===== config.mk =====
export PLATFORM = sky130hd
export DESIGN_NAME = cnrf_isqrt
export DESIGN_NICKNAME = d
export VERILOG_FILES = /design/src/cnrf_pkg.sv /design/src/cnrf_isqrt.sv
export SDC_FILE = /design/constraint.sdc
export NUM_CORES = 1
export LEC_CHECK = 0
export BUFFER_PORTS_ARGS = -buffer_cell sky130_fd_sc_hd__buf_4
export CAP_MARGIN = 10
export CORE_UTILIZATION = 60
export CTS_BUF_LIST = sky130_fd_sc_hd__clkbuf_4 sky130_fd_sc_hd__clkbuf_8 sky130_fd_sc_hd__clkbuf_16
export CTS_CLUSTER_SIZE = 12
export DETAILED_ROUTE_END_ITERATION = 7
export GPL_ROUTABILITY_DRIVEN = 0
export PLACE_DENSITY = 0.83
export REMOVE_ABC_BUFFERS = 1
export SYNTH_ARGS = -nofsm -noshare
export SYNTH_HDL_FRONTEND = slang
export SYNTH_SLANG_ARGS = --single-unit

===== constraint.sdc =====
create_clock -name clk -period 4.5 [get_ports clk]
set_input_delay 0.45 -clock clk [delete_from_list [all_inputs] [get_ports clk]]
set_output_delay 0.45 -clock clk [all_outputs]
set_load 0.01 [all_outputs]

===== src/cnrf_pkg.sv =====
// Shared types and constants of the column nearest range finder.
// Used by the channel interfaces, the square root pipeline and the top level.
package cnrf_pkg;

  localparam int COL_W      = 10;
  localparam int RANGE_W    = 16;
  localparam int SQ_W       = 2 * RANGE_W;
  localparam int CFG_IDX_W  = 2;
  localparam int CFG_DATA_W = 16;
  localparam int EXT_W      = 13;
  localparam int FIFO_DEPTH = 32;
  localparam int FIFO_AW    = 5;
  localparam int CNT_W      = FIFO_AW + 1;

  localparam logic [CFG_IDX_W-1:0] REG_RANGE_MIN  = 2'd0;
  localparam logic [CFG_IDX_W-1:0] REG_RANGE_MAX  = 2'd1;
  localparam logic [CFG_IDX_W-1:0] REG_HEIGHT_MIN = 2'd2;
  localparam logic [CFG_IDX_W-1:0] REG_HEIGHT_MAX = 2'd3;

  localparam logic [RANGE_W-1:0]        RANGE_MIN_RST  = 16'd500;
  localparam logic [RANGE_W-1:0]        RANGE_MAX_RST  = 16'd10000;
  localparam logic signed [RANGE_W-1:0] HEIGHT_MIN_RST = 16'sd50;
  localparam logic signed [RANGE_W-1:0] HEIGHT_MAX_RST = 16'sd1000;

  typedef struct packed {
    logic [SQ_W-1:0] min_sq;
    logic            found;
  } cnrf_entry_t;

  typedef struct packed {
    logic [COL_W-1:0] col;
    logic             found;
  } cnrf_tag_t;

  typedef struct packed {
    logic [COL_W-1:0]   col;
    logic [RANGE_W-1:0] range_mm;
    logic               range_valid;
  } cnrf_res_t;

endpackage


===== src/cnrf_isqrt.sv =====
// Pipelined floor square root of a 32-bit value, one result bit per stage.
// Depends on cnrf_pkg; carries a column tag alongside each value.
module cnrf_isqrt (
  input  logic                         clk,
  input  logic                         rst_n,
  input  logic                         in_vld,
  input  logic [cnrf_pkg::SQ_W-1:0]    in_val,
  input  cnrf_pkg::cnrf_tag_t          in_tag,
  output logic                         out_vld,
  output logic [cnrf_pkg::RANGE_W-1:0] out_root,
  output cnrf_pkg::cnrf_tag_t          out_tag
);

  localparam int STEPS = cnrf_pkg::RANGE_W;
  localparam int REM_W = cnrf_pkg::RANGE_W + 2;
  localparam int SH_W  = REM_W + 2;

  logic                         vld_r  [0:STEPS];
  logic [cnrf_pkg::SQ_W-1:0]    rad_r  [0:STEPS];
  logic [REM_W-1:0]             rem_r  [0:STEPS];
  logic [cnrf_pkg::RANGE_W-1:0] root_r [0:STEPS];
  cnrf_pkg::cnrf_tag_t          tag_r  [0:STEPS];

  always_ff @(posedge clk) begin
    if (!rst_n) begin
      vld_r[0] <= 1'b0;
    end else begin
      vld_r[0] <= in_vld;
    end
    rad_r[0]  <= in_val;
    rem_r[0]  <= '0;
    root_r[0] <= '0;
    tag_r[0]  <= in_tag;
  end

  for (genvar k = 1; k <= STEPS; k++) begin : g_step
    logic [SH_W-1:0] rem_sh;
    logic [SH_W-1:0] trial;
    logic            ge;

    assign rem_sh = {rem_r[k-1], rad_r[k-1][cnrf_pkg::SQ_W-1 -: 2]};
    assign trial  = SH_W'({root_r[k-1], 2'b01});
    assign ge     = rem_sh >= trial;

    always_ff @(posedge clk) begin
      if (!rst_n) begin
        vld_r[k] <= 1'b0;
      end else begin
        vld_r[k] <= vld_r[k-1];
      end
      rad_r[k]  <= {rad_r[k-1][cnrf_pkg::SQ_W-3:0], 2'b00};
      rem_r[k]  <= ge ? REM_W'(rem_sh - trial) : REM_W'(rem_sh);
      root_r[k] <= {root_r[k-1][cnrf_pkg::RANGE_W-2:0], ge};
      tag_r[k]  <= tag_r[k-1];
    end
  end

  assign out_vld  = vld_r[STEPS];
  assign out_root = root_r[STEPS];
  assign out_tag  = tag_r[STEPS];

endmodule


==> impl_metrics.ini, run 1 <==
[run_status]
outcome = finished clean

[drt]
wl_per_cell_um = 15.5
route.met3.wl_mm = 2.34
wl_met2_mm = 25.9
routed_wl_mm = 49.8
routed.top_layer = met4
wl_met1_mm = 20.3
drc = 0
firstDrtPassIters = 6
ant_nets = 0
vias = 17152
viasPerCell = 5.32
drt_iter0_markers = 1129

[layout]
drive_gt1_share_pct = 9.04
design_area_um2 = 31600
final_core_util_pct = 69.7
nFillCells = 3091
regArea_um2 = 17300
multi_input_area_um2 = 9360
syn_to_final_growth_pct = 15.0
nets = 2794
antenna_cells = 0
stdcell_count = 3222

[timing]
slew_viol_final = 0
tightest_slew_ns = 1.01
finalSetupViolations = 0
max_clock_freq_mhz = 306
skew_ns = 0.0352
grt_setup_unrepaired = no
hold_viol = 0
timing.setup.tns_ns = 0
period_share_pct = 72.7
relSlewSlack_pct = 32.8
layout_min_cycle_time_ns = 3.27

[grt]
grt_pass1_vias = 17835
grt_max_degree = 30
antenna_found_initial = 0
grt_overflow = 0
grt_pass1_wl_mm = 82.8
grt.total_usage_pct = 21.6

[place]
io_buffers = 73
dp_cells = 3066
placed_cell_area_um2 = 28700
dp_hpwl_mm = 32.6

[floorplan]
io_pins = 74
design.die.area_um2 = 46600
die_w_um = 216
die_h_um = 216
initial_core_util_pct = 60.7
core_um2 = 45300
row_count = 78

[synth]
post_synth_inst_count = 2418
async_flop_share_pct = 0
synth_compound_area_share_pct = 9.32
synth_enable_flop_cells = 0
avgSynthCellArea_um2 = 11.4
synth_seq_cells = 862
synth_top_family_by_area = simple AND/OR/NAND/NOR gates
ys_warn_count = 0
yosys.area_share.simple_pct = 10.6
synthAdderAreaFrac_pct = 6.97
synthFlopType = dfxtp_1
synthesis.area_um2 = 27500
synth.area.mux_share_pct = 1.18
ys_seq_area_share_pct = 62.8
yosysUniqueCellTypes = 79
synth_xor_area_share_pct = 5.99

[pwr]
powerDensity_nw_per_um2 = 588
p_comb_share_pct = 14.7
swShare_pct = 26.3
p_clk_share_pct = 34.3
p_switching_w = 0.00488
p_int_w = 0.0137
power_frac_seq_pct = 51.0
vdd_ir_drop_max_mv = 0.382
p_leak_nw = 14.6

[cts]
clk_latency_ns = 0.63
htreeDepth = 3
post_cts_buffers = 0
clock-sinks = 862
cts_tree = done
clk_pin_slew_ns = 0.06
numCtsBuffers = 84
clockRootBuffer = clkbuf_16
cts_max_path_buffers = 3

[worst_setup_path]
end_kind = flip-flop
required_ns = 5.01
startpoint_type = flip-flop
crit_start = root_r[0][215]
path_max_fanout = 27
reg2reg_from = root_r[0][215]
cp.arrival_ns = 3.79
critPathKind = reg2reg

[hold_path]
hold_path.class = in2reg
hold_start = in_vld

[run]
maxCapViolCount = 0
==> what timing repair did <==
action                                 4_1_cts  5_1_grt
hold buffers                                43        0
gates resized for setup                      0        0
endpoints found under the hold margin       43        0
==> power groups by stage <==
stage          sequential (W)  combinational [W]  clock (W)
2_1_floorplan         0.00934            0.00210          0
3_3_place_gp          0.00955            0.00251          0
3_5_place_dp          0.00959            0.00264          0
4_1_cts               0.00944            0.00271    0.00650
5_1_grt               0.00956            0.00304    0.00685
6_report              0.00946            0.00274    0.00636
==> registers in the layout, indices dropped and copies added (netlist names) <==
register and cells:
rad_r 272, rem_r 250, tag_r 187, root_r 136
vld_r 17
==> worst max-delay path: stages, from the launching register on <==
cell,delay [ns]
dfxtp_1,0.36
inv_1,0.06
ha_1,0.36
a21oi_1,0.21
o211ai_1,0.13
a211oi_1,0.47
a21oi_1,0.16
or4b_1,0.94
o211a_1,0.31
xor2_1,0.15
==> synth_stat cells, types with 7 or more instances <==
library cell,number,area [µm²]
a211oi_1,17,128
buf_2,9,45.0
nor2_1,135,507
nand2_1,108,405
dfxtp_1,862,17300
or2_2,9,56.3
nor3_1,58,290
ha_1,153,1910
a21oi_1,137,686
o31ai_1,9,67.6
nor2b_1,23,144
or3_1,20,125
or4_1,11,82.6
nand4_1,24,150
mux2_2,19,214
xor2_1,69,604
nand3_1,34,170
a21o_1,44,330
and3_1,15,93.8
nand2b_1,32,200
a31oi_1,8,50.1
mux2i_1,8,80.1
nor4_1,23,144
xnor2_1,117,1020
clkbuf_1,15,56.3
inv_1,191,717
and2_1,21,131
o21ai_0,102,510
a22oi_1,8,60.1
o21a_1,19,143
nor3b_1,7,52.6
==> routing by layer <==
layer  global-route usage, %  vias to the layer above
met5                       0                        -
met4                    8.97                        0
met3                    3.66                      121
met2                    40.2                      455
met1                    24.2                     8064
li1                        -                     8512
==> cells by family after synthesis <==
family | Yosys count
adder cells (fa/ha/maj) | 153
AND/OR/NAND/NOR | 555
multiplexers | 29
AO/OA/AOI/OAI | 412
flip-flops | 862
XOR/XNOR | 187
buffers and inverters | 219
other | 1
==> placed cells by master (no fill, tap or decap), drive strengths merged, types with 76 or more instances in the layout <==
cell type,instances
nand2,108
buf,76
xnor2,118
clkbuf,104
ha,153
dfxtp,862
a21oi,139
inv,193
nor2,135
o21ai,107
==> through the flow <==
stage | setup slack, ns | hold slack [ns] | total power, W
detailed placement | 1.29 | 0.312 | 0.0122
CTS | 1.27 | 0.00123 | 0.0187
finish | 1.23 | 0.0306 | 0.0186
global route | 1.07 | 0.0252 | 0.0195
floorplan | 1.78 | 0.310 | 0.0114
global placement | 1.48 | 0.309 | 0.0121
==> final timing paths <==
check	depth (start not counted)	slack (ns)	to
max	9	1.23	rem_r[0][267]
min reg2reg	0	0.31	rad_r[0][310]
max reg2reg	9	1.23	rem_r[0][267]
min	2	0.03	vld_r[0]
==> cell type report <==
class / instances / area share (%)
flip-flops and latches: 862 / 54.6
repair buffers: 119 / 3.17
clock inverters: 9 / 0.519
multi-input cells: 1337 / 29.6
well taps: 600 / 2.38
clock buffers: 104 / 7.39
inverters: 191 / 2.27
Note: power is estimated with default switching activity, not from simulation.
==> inputs of run 2 (changes only) <==
- CORE_UTILIZATION: 60 -> 55
- PLACE_DENSITY: 0.83 -> 0.8
- clock period: 4.5 -> 2.8 ns (I/O delays scaled with it)
==> run 2 against run 1 <==
First-iteration DRC count down 6.0%. Final area up 0.53%. Register-to-register slack worse by 1.1 ns. Wire length down 6.5%. Non-clock buffer count up 22. Setup slack worse by 1.1 ns. Combinational power up 61%. Critical path depth unchanged. Critical endpoint is now rem_r[0][233]. Largest power group unchanged.
==> impl_metrics.ini, run 2 (same netlist as run 1, synthesis figures left out) <==
[drt]
routed_wl_mm = 46.6
firstDrtPassIters = 7
vias = 17092
drc = 0
wl_per_cell_um = 14.1
viasPerCell = 5.17
drt_iter0_markers = 1061
ant_nets = 0

[worst_setup_path]
worstReg2RegEnd = rem_r[0][233]
cpPeakStageDelay_ns = 0.59
r2r_setup_slack_ns = 0.12
path_cells = inv_1 -> ha_1 -> nand3_1 -> or4_1 -> o21ai_0 -> nor3_1 -> a22oi_1 -> nand3_1 -> xnor2_1
cp.arrival_ns = 3.19
cp_slowest_cell = or4_1
cp_num_buf_inv = 1
reg2reg_from = root_r[0][185]
path_max_fanout = 7
cpMostUsedCell = nand3_1
startpoint_type = flip-flop
required_ns = 3.31
crit_family = simple AND/OR/NAND/NOR gates
critPathKind = reg2reg
end_kind = flip-flop
worstRegToRegCells = 9

[cts]
clockRootBuffer = clkbuf_16
cts_tree = done
clock-sinks = 862
clk_latency_ns = 0.62
numCtsBuffers = 84
htreeDepth = 3
cts_max_path_buffers = 3
clk_pin_slew_ns = 0.06

[grt]
antenna_found_initial = 0
grt_max_degree = 27
grt_overflow = 0
grt_pass1_wl_mm = 77.8
grt.total_usage_pct = 18.6
grt_pass1_vias = 17136

[timing]
skew_ns = 0.0178
timing.setup.tns_ns = 0
hold_slack_ns = 0.300
period_share_pct = 95.7
tightest_slew_ns = 0.628
hold_viol = 0
grt_setup_unrepaired = yes
layout_min_cycle_time_ns = 2.68
finalSetupViolations = 0
slew_viol_final = 0
max_clock_freq_mhz = 373
relSlewSlack_pct = 58.0

[pwr]
p_leak_nw = 14.7
vdd_ir_drop_max_mv = 0.624
total_power_w = 0.0294
powerDensity_nw_per_um2 = 927

[layout]
layout_commonest_cell = dfxtp_1
reg_top3 = rad_r: 272 flops, rem_r: 250 flops, tag_r: 187 flops
mostFrequentLayoutCells = 862 x dfxtp_1, 191 x inv_1, 153 x ha_1, 137 x a21oi_1, 135 x nor2_1
final_core_util_pct = 64.7
largest_reg_flops = 272
drive_gt1_share_pct = 9.73
antenna_cells = 0
regMostFlops = rad_r
syn_to_final_growth_pct = 15.6
nets = 2816

[hold_path]
holdPathEnd = tag_r[0][0]
hold_start = in_tag[0]
min_path_cells = 2
hold_path.class = in2reg

[floorplan]
core_um2 = 49100
die_h_um = 225
initial_core_util_pct = 56.0
die_w_um = 225
io_pins = 74
design.die.area_um2 = 50800
row_count = 81

[place]
io_buffers = 73
dp_hpwl_mm = 32.6

[run]
maxCapViolCount = 0

[run_status]
outcome = finished clean
## run 2: cell count changes in the layout (fill, tap and decap cells not counted), moves of 2 or more
cell           before  now
a211oi_1           17   15
a211oi_2            0    2
buf_4              76   94
clkbuf_8           10    4
clkinv_16           4    2
dlygate4sd3_1      43   46
## run 2: power by group
group	total (W)	leakage, nW	internal, W	switching, W
Sequential	0.0152	7.23	0.0140	0.00114
Combinational	0.00442	6.29	0.00214	0.00228
Clock	0.00986	1.17	0.00562	0.00423
## run 2: how the worst max path moves through the flow
stage,startpoint,endpoint,slack (ns),depth (start not counted)
2_1_floorplan,root_r[0][213],rem_r[0][267],0.08,9
3_3_place_gp,root_r[0][215],rem_r[0][267],0.14,10
3_5_place_dp,root_r[0][185],rem_r[0][230],0.11,9
4_1_cts,root_r[0][185],rem_r[0][230],0.08,9
5_1_grt,root_r[0][185],rem_r[0][233],-0.03,9
6_report,root_r[0][185],rem_r[0][233],0.12,9
## run 2: metal layers
| layer | GRT usage, % | vias to the layer above | part of all wire [%] |
|---|---|---|---|
| li1 | - | 8569 | - |
| met1 | 21.3 | 7969 | 42 |
| met2 | 33.6 | 459 | 51 |
| met3 | 3.66 | 95 | 5.0 |
| met4 | 7.77 | 0 | 2.4 |
| met5 | 0 | - | 0 |
## run 2: cell type report
| class | instances | area, µm² |
|---|---|---|
| clock buffers | 98 | 2230 |
| clock inverters | 11 | 145 |
| fillers | 3548 | 17300 |
| inverters | 191 | 717 |
| multi-input cells | 1337 | 9380 |
| flip-flops and latches | 862 | 17300 |
| well taps | 664 | 831 |
| repair buffers | 141 | 1190 |
## run 2: stage by stage
stage	setup WS (ns)	area, µm²	cells
finish	0.122	31700	3304
floorplan	0.0803	27300	2390
global placement	0.136	28900	3149
global route	-0.0267	31700	3304
CTS	0.0836	31700	3304
detailed placement	0.114	28900	3149
## run 2: repair_timing
action	in CTS	in global routing
endpoints found under the setup margin	0	21
buffers inserted	0	0
endpoints found under the hold margin	60	0
hold buffers	46	0
gates resized for setup	0	5
==> inputs of run 3 (changes only) <==
- RECOVER_POWER: not set -> 25
==> run 3 against run 2 <==
Via count decreased by 0.12%. Sequential share of layout area did not move. Fmax rose by 0.37%. Sequential power about the same. Clock power is essentially flat. Register-to-register slack is essentially flat. Power barely moved. Clock-buffer cell count is the same. Highest routed layer unchanged.
==> impl_metrics.ini, run 3 (same netlist as run 1, synthesis figures left out) <==
[drt]
drc = 0
drt_iter0_markers = 1091
vias = 17072
wl_per_cell_um = 14.1
viasPerCell = 5.17
firstDrtPassIters = 6
routed_wl_mm = 46.6
ant_nets = 0

[floorplan]
initial_core_util_pct = 56.0
die_w_um = 225
core_um2 = 49100
io_pins = 74
design.die.area_um2 = 50800
row_count = 81
die_h_um = 225

[worst_setup_path]
startpoint_type = flip-flop
path_max_fanout = 26
critPathKind = reg2reg
required_ns = 3.31
r2r_setup_slack_ns = 0.13
end_kind = flip-flop
cp.arrival_ns = 3.18

[layout]
multi_input_area_um2 = 9380
nFillCells = 3548
nets = 2816
largest_reg_flops = 272
layout_commonest_cell = dfxtp_1
mostFrequentLayoutCells = 862 x dfxtp_1, 191 x inv_1, 153 x ha_1, 137 x a21oi_1, 135 x nor2_1
design_area_um2 = 31700
regArea_um2 = 17300
drive_gt1_share_pct = 9.73
antenna_cells = 0
reg_top3 = rad_r: 272 flops, rem_r: 250 flops, tag_r: 187 flops
regMostFlops = rad_r
syn_to_final_growth_pct = 15.6

[run_status]
outcome = finished clean

[cts]
clockRootBuffer = clkbuf_16
cts_tree = done
htreeDepth = 3
cts_max_path_buffers = 3
clock-sinks = 862
clk_pin_slew_ns = 0.06
numCtsBuffers = 84
clk_latency_ns = 0.62
post_cts_buffers = 0

[place]
placed_cell_area_um2 = 28900
dp_hpwl_mm = 32.6
io_buffers = 73

[pwr]
powerDensity_nw_per_um2 = 927
swShare_pct = 26.0
p_comb_share_pct = 15.0
p_switching_w = 0.00765
p_clk_share_pct = 33.5
p_leak_nw = 14.7
power_frac_seq_pct = 51.5
vdd_ir_drop_max_mv = 0.624
p_int_w = 0.0218

[grt]
grt_use_met2_pct = 33.6
grt_max_degree = 27
met3_usage_pct = 3.66
grt_pass1_wl_mm = 77.8
busiest_layer = met2
antenna_found_initial = 0
grt.total_usage_pct = 18.6
gr-usage-met1_pct = 21.3
grt_overflow = 0
grt_pass1_vias = 17136

[timing]
hold_viol = 0
max_clock_freq_mhz = 375
layout_min_cycle_time_ns = 2.67
finalSetupViolations = 0
slew_viol_final = 0
relSlewSlack_pct = 58.0
period_share_pct = 95.3
grt_setup_unrepaired = yes
skew_ns = 0.0176
timing.setup.tns_ns = 0
tightest_slew_ns = 0.628

[run]
maxCapViolCount = 0

[hold_path]
hold_path.class = in2reg
-- run 3: cell types whose count changed in the layout (fill, tap and decap cells not counted), sizes merged --
cell	delta
buf	-4
clkbuf	+4
-- run 3: layout make-up --
class	count	area share, %
Clock buffer	98	7.03
Clock inverter	11	0.457
Inverter	191	2.26
Multi-Input combinational cell	1337	29.5
Sequential cell	862	54.4
Tap cell	664	2.62
Timing Repair Buffer	141	3.74
-- run 3: power groups by stage --
stage          clock network (W)  logic, W  registers (W)
3_3_place_gp                   0   0.00410         0.0153
2_1_floorplan                  0   0.00338         0.0150
5_1_grt                   0.0106   0.00494         0.0153
6_report                 0.00986   0.00442         0.0152
3_5_place_dp                   0   0.00428         0.0154
4_1_cts                   0.0102   0.00439         0.0151
-- run 3: final timing paths --
kind | to | start | cells after the start
hold reg to reg | rad_r[0][254] | rad_r[0][220] | 0
hold / removal | rad_r[0][23] | in_val[23] | 2
setup / recovery | rem_r[0][259] | root_r[0][214] | 9
setup reg to reg | rem_r[0][259] | root_r[0][214] | 9
-- run 3: layer usage --
layer / wire [µm] / part of all wire [%] / vias up
met2: 23600 / 51 / 458
li1: - / - / 8563
met5: 0 / 0 / -
met3: 2390 / 5.1 / 91
met4: 1110 / 2.4 / 0
met1: 19500 / 42 / 7960
-- run 3: through the flow --
step / utilization [%] / hold slack, ns / total power, W / setup slack, ns / std cells
after floorplan: - / 0.308 / 0.0184 / 0.0803 / 2390
after global placement: 58.9 / 0.309 / 0.0194 / 0.136 / 3149
after detailed placement: 58.9 / 0.312 / 0.0197 / 0.114 / 3149
after CTS: 64.7 / 0.260 / 0.0297 / 0.0836 / 3304
after global routing: 64.7 / 0.291 / 0.0309 / -0.0267 / 3304
final: 64.7 / 0.307 / 0.0294 / 0.132 / 3304
-- run 3: what timing repair did --
| action | 4_1_cts | 5_1_grt |
|---|---|---|
| resized for setup | 0 | 5 |
| hold buffers | 46 | 0 |
| setup endpoints to repair | 0 | 21 |
| endpoints found under the hold margin | 60 | 0 |
-- run 3: critical path, stage by stage (launching register included) --
cell and delay [ns]:
dfxtp_1 0.33, inv_1 0.05, ha_1 0.36, o21ai_0 0.23
a21oi_1 0.11, a211oi_2 0.29, a21oi_1 0.13, or4b_1 0.55
buf_12 0.20, mux2_2 0.28
